[config.mk]
export PLATFORM = sky130hd
export DESIGN_NAME = linear_interp_resampler
export DESIGN_NICKNAME = d
export VERILOG_FILES = /design/src/lir_pkg.sv /design/src/linear_interp_resampler.sv /design/src/lir_ctrl.sv /design/src/lir_dp.sv
export SDC_FILE = /design/constraint.sdc
export NUM_CORES = 2
export LEC_CHECK = 0
export ABC_CLOCK_PERIOD_IN_PS = 14700
export BUFFER_PORTS_ARGS = -buffer_cell sky130_fd_sc_hd__clkbuf_2
export CORE_MARGIN = 5
export CORE_UTILIZATION = 55
export CTS_CLUSTER_SIZE = 30
export DETAILED_ROUTE_END_ITERATION = 8
export PLACE_DENSITY_LB_ADDON = 0.12
export SYNTH_ARGS = -nofsm -noshare
export SYNTH_HDL_FRONTEND = slang
export SYNTH_HIERARCHICAL = 1
export SYNTH_SLANG_ARGS = --single-unit
[constraint.sdc]
create_clock -name clk -period 14.7 [get_ports clk]
set_clock_uncertainty 0.05 [all_clocks]
set_input_delay 2.205 -clock clk [delete_from_list [all_inputs] [get_ports clk]]
set_output_delay 2.205 -clock clk [all_outputs]
set_load 0.02 [all_outputs]
[src/lir_pkg.sv]
`timescale 1ns / 1ps

package lir_pkg;

  localparam int SAMPLE_W = 24;
  localparam int RAW_W    = 32;
  localparam int PHASE_W  = 21;
  localparam int FRAC_W   = 16;
  localparam int DIFF_W   = SAMPLE_W + 1;
  localparam int PROD_W   = DIFF_W + FRAC_W + 1;
  localparam int CNT_W    = 6;

  localparam logic [PHASE_W-1:0] PH_ONE   = PHASE_W'(1) << FRAC_W;
  localparam logic [PHASE_W-1:0] STEP_MAX = PHASE_W'(1) << (FRAC_W + 4);
  localparam logic [CNT_W-1:0]   CNT_LAST = CNT_W'(63);

  // Register indexes on the configuration port
  localparam logic [1:0] CFG_STEP = 2'd0;
  localparam logic [1:0] CFG_FMT  = 2'd1;
  localparam logic [1:0] CFG_CHAN = 2'd2;

  // Sample format codes
  localparam logic [1:0] FMT_U8  = 2'd0;
  localparam logic [1:0] FMT_S16 = 2'd1;
  localparam logic [1:0] FMT_S32 = 2'd2;

  typedef struct packed {
    logic prime;    // first frame: store it as previous, no output
    logic capture;  // store current frame, clear output count
    logic skip;     // phase already past one: drop frame, step phase back
    logic mul;      // form the two products for the current phase
    logic load;     // write the output word, advance phase
  } lir_cmd_t;

  typedef struct packed {
    logic primed;
    logic phase_ge_one;
    logic out_free;
    logic last;
  } lir_sts_t;

endpackage

[src/linear_interp_resampler.sv]
`timescale 1ns / 1ps

// Linear-interpolation resampler for mono or stereo audio frames.
// Input channel: one word per frame (raw_left, raw_right), taken on
// in_valid && in_ready. Raw samples are normalized to signed Q1.23 by
// sample_format. Output channel: interpolated frames on out_valid &&
// out_ready; last_of_run marks the final word caused by one input frame.
// Configuration channel: cfg_index selects step_ratio (0), sample_format
// (1) or channel_count (2); cfg_ready is always high. Write it only while
// the block is idle.
// Sequence: a frame is taken in ST_IDLE. Each output word then passes
// through ST_CHECK, which forms the products, and ST_LOAD, which loads the
// output register, up to a cap of 64 words per frame. A frame yielding
// none returns from ST_CHECK straight to ST_IDLE. The next frame is
// accepted as soon as the last word of the previous one sits in the output
// register. The very first frame after reset only primes the history.
// Reset clears the phase, the previous frame and the primed flag, and loads
// a unit step, 16-bit format and stereo. When the receiver stalls, the
// output register holds its word and the sequencer waits in place.
module linear_interp_resampler (
  input  logic                                 clk,
  input  logic                                 rst,
  input  logic                                 in_valid,
  output logic                                 in_ready,
  input  logic signed [lir_pkg::RAW_W-1:0]     raw_left,
  input  logic signed [lir_pkg::RAW_W-1:0]     raw_right,
  output logic                                 out_valid,
  input  logic                                 out_ready,
  output logic signed [lir_pkg::SAMPLE_W-1:0]  out_left,
  output logic signed [lir_pkg::SAMPLE_W-1:0]  out_right,
  output logic                                 last_of_run,
  input  logic                                 cfg_valid,
  output logic                                 cfg_ready,
  input  logic [1:0]                           cfg_index,
  input  logic [lir_pkg::RAW_W-1:0]            cfg_data
);
  import lir_pkg::*;

  lir_cmd_t cmd;
  lir_sts_t sts;

  // Registers take a write in any cycle
  assign cfg_ready = 1'b1;

  lir_ctrl u_ctrl (
    .clk      (clk),
    .rst      (rst),
    .in_valid (in_valid),
    .in_ready (in_ready),
    .sts      (sts),
    .cmd      (cmd)
  );

  lir_dp u_dp (
    .clk         (clk),
    .rst         (rst),
    .cmd         (cmd),
    .sts         (sts),
    .cfg_valid   (cfg_valid),
    .cfg_index   (cfg_index),
    .cfg_data    (cfg_data),
    .raw_left    (raw_left),
    .raw_right   (raw_right),
    .out_valid   (out_valid),
    .out_ready   (out_ready),
    .out_left    (out_left),
    .out_right   (out_right),
    .last_of_run (last_of_run)
  );

endmodule

[src/lir_ctrl.sv]
`timescale 1ns / 1ps

module lir_ctrl (
  input  logic              clk,
  input  logic              rst,
  input  logic              in_valid,
  output logic              in_ready,
  input  lir_pkg::lir_sts_t sts,
  output lir_pkg::lir_cmd_t cmd
);
  import lir_pkg::*;

  typedef enum logic [2:0] {
    ST_IDLE  = 3'b001,
    ST_CHECK = 3'b010,
    ST_LOAD  = 3'b100
  } state_t;

  state_t state, state_next;

  always_ff @(posedge clk) begin
    if (rst) begin
      state <= ST_IDLE;
    end else begin
      state <= state_next;
    end
  end

  always_comb begin
    state_next = state;
    cmd        = '0;
    in_ready   = 1'b0;
    case (state)
      ST_IDLE: begin
        in_ready = 1'b1;
        if (in_valid) begin
          if (!sts.primed) begin
            cmd.prime = 1'b1;
          end else begin
            cmd.capture = 1'b1;
            state_next  = ST_CHECK;
          end
        end
      end
      ST_CHECK: begin
        if (sts.phase_ge_one) begin
          cmd.skip   = 1'b1;
          state_next = ST_IDLE;
        end else begin
          cmd.mul    = 1'b1;
          state_next = ST_LOAD;
        end
      end
      ST_LOAD: begin
        // hold until the output register is free
        if (sts.out_free) begin
          cmd.load   = 1'b1;
          state_next = sts.last ? ST_IDLE : ST_CHECK;
        end
      end
      default: begin
        state_next = ST_IDLE;
      end
    endcase
  end

endmodule

[src/lir_dp.sv]
`timescale 1ns / 1ps

module lir_dp (
  input  logic                                 clk,
  input  logic                                 rst,
  input  lir_pkg::lir_cmd_t                    cmd,
  output lir_pkg::lir_sts_t                    sts,
  input  logic                                 cfg_valid,
  input  logic [1:0]                           cfg_index,
  input  logic [lir_pkg::RAW_W-1:0]            cfg_data,
  input  logic signed [lir_pkg::RAW_W-1:0]     raw_left,
  input  logic signed [lir_pkg::RAW_W-1:0]     raw_right,
  output logic                                 out_valid,
  input  logic                                 out_ready,
  output logic signed [lir_pkg::SAMPLE_W-1:0]  out_left,
  output logic signed [lir_pkg::SAMPLE_W-1:0]  out_right,
  output logic                                 last_of_run
);
  import lir_pkg::*;

  logic [PHASE_W-1:0] step_ratio;
  logic [1:0]         sample_format;
  logic [1:0]         channel_count;

  logic signed [SAMPLE_W-1:0] prev_left, prev_right;
  logic signed [SAMPLE_W-1:0] cur_left, cur_right;
  logic signed [SAMPLE_W-1:0] norm_left, norm_right;
  logic [PHASE_W-1:0]         phase;
  logic                       primed;
  logic [CNT_W-1:0]           cnt;
  logic signed [PROD_W-1:0]   prod_left, prod_right;

  logic [PHASE_W-1:0]       step;
  logic [PHASE_W:0]         phase_sum;
  logic [PHASE_W-1:0]       phase_next;
  logic signed [DIFF_W-1:0] diff_left, diff_right;
  logic signed [FRAC_W:0]   ph_mult;
  logic                     last;

  function automatic logic [SAMPLE_W-1:0] normalize(input logic [1:0] fmt,
                                                    input logic [RAW_W-1:0] raw);
    logic [SAMPLE_W-1:0] res;
    case (fmt)
      FMT_U8:  res = {~raw[7], raw[6:0], {(SAMPLE_W - 8){1'b0}}};
      FMT_S16: res = {raw[15:0], {(SAMPLE_W - 16){1'b0}}};
      FMT_S32: res = raw[RAW_W-1 -: SAMPLE_W];
      default: res = '0;
    endcase
    return res;
  endfunction

  // Configuration registers
  always_ff @(posedge clk) begin
    if (rst) begin
      step_ratio    <= PH_ONE;
      sample_format <= FMT_S16;
      channel_count <= 2'd2;
    end else if (cfg_valid) begin
      case (cfg_index)
        CFG_STEP: step_ratio    <= cfg_data[PHASE_W-1:0];
        CFG_FMT:  sample_format <= cfg_data[1:0];
        CFG_CHAN: channel_count <= cfg_data[1:0];
        default:  ;
      endcase
    end
  end

  always_comb begin
    if (step_ratio == '0) begin
      step = PHASE_W'(1);
    end else if (step_ratio > STEP_MAX) begin
      step = STEP_MAX;
    end else begin
      step = step_ratio;
    end
  end

  assign norm_left  = $signed(normalize(sample_format, raw_left));
  assign norm_right = $signed(normalize(sample_format, raw_right));

  assign diff_left  = DIFF_W'(cur_left) - DIFF_W'(prev_left);
  assign diff_right = DIFF_W'(cur_right) - DIFF_W'(prev_right);
  assign ph_mult    = $signed({1'b0, phase[FRAC_W-1:0]});

  assign phase_sum = {1'b0, phase} + {1'b0, step};
  assign last      = (phase_sum >= {1'b0, PH_ONE}) || (cnt == CNT_LAST);

  always_comb begin
    if (!last) begin
      phase_next = phase_sum[PHASE_W-1:0];
    end else if (phase_sum >= {1'b0, PH_ONE}) begin
      phase_next = phase_sum[PHASE_W-1:0] - PH_ONE;
    end else begin
      // output cap hit below one: the rest of the run is dropped
      phase_next = '0;
    end
  end

  always_ff @(posedge clk) begin
    if (rst) begin
      primed     <= 1'b0;
      phase      <= '0;
      prev_left  <= '0;
      prev_right <= '0;
    end else begin
      if (cmd.prime) begin
        primed     <= 1'b1;
        prev_left  <= norm_left;
        prev_right <= norm_right;
      end
      if (cmd.skip) begin
        phase      <= phase - PH_ONE;
        prev_left  <= cur_left;
        prev_right <= cur_right;
      end
      if (cmd.load) begin
        phase <= phase_next;
        if (last) begin
          prev_left  <= cur_left;
          prev_right <= cur_right;
        end
      end
    end
  end

  always_ff @(posedge clk) begin
    if (cmd.capture) begin
      cur_left  <= norm_left;
      cur_right <= norm_right;
    end
    if (cmd.mul) begin
      prod_left  <= PROD_W'(diff_left * ph_mult);
      prod_right <= PROD_W'(diff_right * ph_mult);
    end
  end

  always_ff @(posedge clk) begin
    if (rst) begin
      cnt <= '0;
    end else if (cmd.capture) begin
      cnt <= '0;
    end else if (cmd.load) begin
      cnt <= cnt + CNT_W'(1);
    end
  end

  // Output register
  always_ff @(posedge clk) begin
    if (rst) begin
      out_valid <= 1'b0;
    end else if (cmd.load) begin
      out_valid <= 1'b1;
    end else if (out_ready) begin
      out_valid <= 1'b0;
    end
  end

  always_ff @(posedge clk) begin
    if (cmd.load) begin
      out_left    <= prev_left + prod_left[FRAC_W +: SAMPLE_W];
      out_right   <= channel_count[1] ? prev_right + prod_right[FRAC_W +: SAMPLE_W] : '0;
      last_of_run <= last;
    end
  end

  assign sts.primed       = primed;
  assign sts.phase_ge_one = phase >= PH_ONE;
  assign sts.out_free     = !out_valid || out_ready;
  assign sts.last         = last;

endmodule
==> results.yml <==
placement:
  hpwl_um: 85900
  place_congestion: 0.894
  io_buffers: 142
yosys:
  async_flop_share: 0
  synth_top_flop_cell: "edfxtp_1"
  synth_nets: 5984
  synthTopCellsByArea: "fa_1 (34%), edfxtp_1 (9.9%), ha_1 (9.0%), inv_1 (8.4%), and2_1 (5.2%)"
  yosysTopAreaCellShare: 0.342
  synthDistinctLibCells: 85
  yosysTopAreaCell: "fa_1"
  ys_seq_elements: 249
  synthCells: 4819
  seq_area_frac_synth: 0.147
  syn-cell-area_sq_um: 43800
  syn_avg_cell_area_sq_um: 9.09
  synth_edf_count: 145
  yosys_warnings: 6
timing:
  hold_viol: 0
  fin_setup_tns_ns: 0
  slew_headroom: 0.149
  setup_viol: 0
  hold_ws_ns: 0.421
  fin_crit_ns: 11.45
  fmax_ghz: 0.0874
  rsz0062_at_grt: "no"
  timing.final.max_slew_violations: 0
  period_share: 0.779
  tightest_slew_ns: 1.27
grt:
  antenna_found_initial: 2
  grtUsageTotal: 0.272
  grt_max_degree: 65
  overflow: 0
  grt_pass1_wl_um: 187000
  first_global_vias: 33700
power:
  ir_drop_mv: 0.118
  power_frac_clock: 0.378
  power_density_nw_per_um2: 43.0
  p_leak_nw: 22.9
  pwr-share-seq: 0.383
  switching_share: 0.335
  pwr-share-comb: 0.238
  power_mw: 2.01
  p_int_mw: 1.33
  switchingPower_mw: 0.671
floorplan:
  num_io_pins: 155
  die-area_sq_um: 85400
  initial_core_util: 0.554
  dieWidth_um: 292
  rows: 103
  dieHeight_um: 292
  core-area_sq_um: 79000
route:
  drc_errors: 0
  drt_first_pass_iters: 5
  final_antenna_net_count: 0
  wl_per_cell_um: 19.5
  vias_per_cell: 5.58
  drt-initial-drc-count: 2237
  routed_wl_um: 115000
  num_vias: 32900
layout:
  drive_gt1_frac: 0.0720
  areaGrowthSynthToFinish_pct: 6.35
  diodes: 0
  nNetsFinal: 5989
critical_path:
  cp.arrival_ns: 11.70
  setup.worst_path.end_class: "flip-flop"
  crit_buf_inv: 5
  cp-start-kind: "flip-flop"
  cp_top_family: "compound AO/OA/AOI/OAI gates"
  path_common_cell: "fa_1"
  cp.required_ns: 14.96
  cp_slowest_stage_delay_ns: 0.83
  critPathKind: "reg -> reg"
  cp_max_fo: 16
  r2r_setup_slack_ns: 3.25
  worst_path_max_delay_cell: "nand4_1"
clock_network:
  cts_resized: 0
  clockBufferDepth: 3
  cts_tree: "done"
  postCtsSetupBuffers: 0
  clk_pin_slew_ns: 0.06
  cts_hold_buf: 0
  clock_latency_ns: 0.59
  htree_levels: 1
  clockRootBuffer: "clkbuf_16"
  clock_sinks: 249
  cts_made_buffers: 29
worst_hold_path:
  hold_path_class: "reg -> reg"
run:
  drv_cap: 0
outcome:
  status: "completed"
## final cells by class
| class | count | area [sq um] |
|---|---|---|
| clock buffer | 41 | 855 |
| clock inverter | 13 | 145 |
| fill | 7085 | 32400 |
| inverter | 985 | 3700 |
| multi-input combinational | 3348 | 32900 |
| sequential | 249 | 6460 |
| tap | 1050 | 1310 |
| timing repair buffer | 211 | 1230 |
## flip-flops by register name, indices dropped and copies added (netlist names), 6 cells and up
register / cells
u_dp/cnt: 6
u_dp/phase: 21
u_dp/step_ratio: 21
u_dp/out_left: 24
u_dp/out_right: 24
u_dp/cur_right: 24
u_dp/prev_left: 24
u_dp/prod_left: 24
u_dp/prev_right: 24
u_dp/cur_left: 24
u_dp/prod_right: 24
## worst reg2reg max path: cells and delay by family, from the launching register on
| kind | cells | cell delay (ns) |
|---|---|---|
| DFF | 1 | 0.41 |
| adders and majority gates | 8 | 3.70 |
| and+or+nand+nor | 5 | 1.78 |
| buffers and inverters | 5 | 0.30 |
| xor gates and xnor gates | 1 | 0.45 |
| AOI/OAI and AO/OA | 14 | 4.50 |
## layout by cell type (no fill, tap or decap), types with 9 or more instances in the layout
cell type / Yosys / final
edfxtp_1: 145 / 145
dfxtp_1: 104 / 88
ha_1: 314 / 314
a21boi_0: 39 / 39
and3_1: 14 / 14
xor2_1: 43 / 40
nand2b_1: 41 / 41
a22o_1: 22 / 22
dfxtp_2: 0 / 16
nor2b_1: 83 / 81
buf_4: 4 / 69
o22ai_1: 11 / 11
a31oi_1: 12 / 12
nand2_1: 569 / 569
a211oi_1: 19 / 19
clkbuf_2: 0 / 142
fa_1: 748 / 748
nor3_1: 41 / 41
a211oi_2: 30 / 30
a311oi_1: 20 / 19
or3_1: 10 / 10
o21bai_1: 9 / 9
a2111oi_0: 9 / 9
a21oi_1: 165 / 165
xnor2_1: 126 / 115
and2_1: 366 / 366
nand3_1: 74 / 74
o21a_1: 66 / 66
a311o_1: 13 / 13
xnor2_2: 0 / 11
mux2i_1: 81 / 81
nand4_1: 16 / 16
o21ai_0: 94 / 93
nor2_1: 123 / 121
nor4_1: 13 / 13
clkbuf_16: 0 / 32
a21o_1: 46 / 46
inv_1: 984 / 983
o31ai_1: 14 / 14
## layer usage
metal,share of wire,GRT usage
met1,0.46,0.416
met2,0.45,0.432
met3,0.080,0.0293
met4,0.016,0.0425
met5,0.00015,0
## final timing paths
path,startpoint,endpoint,depth (start not counted)
worst max-delay path,u_dp/prev_left[1]$_SDFF_PP0_,u_dp/prod_left[39]$_DFFE_PP_,33
worst min-delay path,u_dp/step_ratio[5]$_SDFFE_PP0P_,u_dp/step_ratio[5]$_SDFFE_PP0P_,2
worst max register to register,u_dp/prev_left[1]$_SDFF_PP0_,u_dp/prod_left[39]$_DFFE_PP_,33
worst min register to register,u_dp/step_ratio[5]$_SDFFE_PP0P_,u_dp/step_ratio[5]$_SDFFE_PP0P_,2
## per-stage QoR
| stage | worst slack [ns] | cells | area, sq um | utilization |
|---|---|---|---|---|
| 2_1_floorplan | 5.80 | 4819 | 43800 | - |
| 3_3_place_gp | 3.56 | 5843 | 45600 | 0.577 |
| 3_5_place_dp | 3.32 | 5843 | 45600 | 0.577 |
| 4_1_cts | 3.30 | 5897 | 46600 | 0.590 |
| 5_1_grt | 2.73 | 5897 | 46600 | 0.590 |
| 6_report | 3.25 | 5897 | 46600 | 0.590 |
## cells in the mapped netlist (all sizes together) (9+ instances only)
cell type    n
inv        984
fa         748
nand2      569
and2       366
ha         314
clkbuf     206
a21oi      165
edfxtp     145
xnor2      126
nor2       123
dfxtp      104
o21ai       98
nor2b       83
mux2i       81
nand3       74
o21a        66
a211oi      49
a21o        46
xor2        43
nand2b      41
nor3        41
a21boi      39
buf         31
a22o        22
a311oi      20
nand4       16
o31ai       15
and3        14
nor4        14
a311o       13
a31oi       12
o22ai       11
or3         11
a2111oi      9
o21bai       9
## power groups by stage
stage                     clock [mW]  sequential, mW  combinational (mW)
after floorplan                    0           0.776               0.274
after global placement             0           0.783               0.461
after detailed placement           0           0.783               0.464
after CTS                      0.772           0.768               0.467
after global routing           0.801           0.770               0.507
final                          0.759           0.769               0.478
## cells by family after synthesis
family | after synthesis | synth area share
simple gates | 1386 | 0.157
xor+xnor | 171 | 0.0348
compound gates | 641 | 0.103
fa+ha+maj | 1068 | 0.433
mux | 81 | 0.0185
buf+inv | 1222 | 0.106
flops | 249 | 0.147
other cells | 1 | 0.0000856
Power figures use the tool's default switching activity.
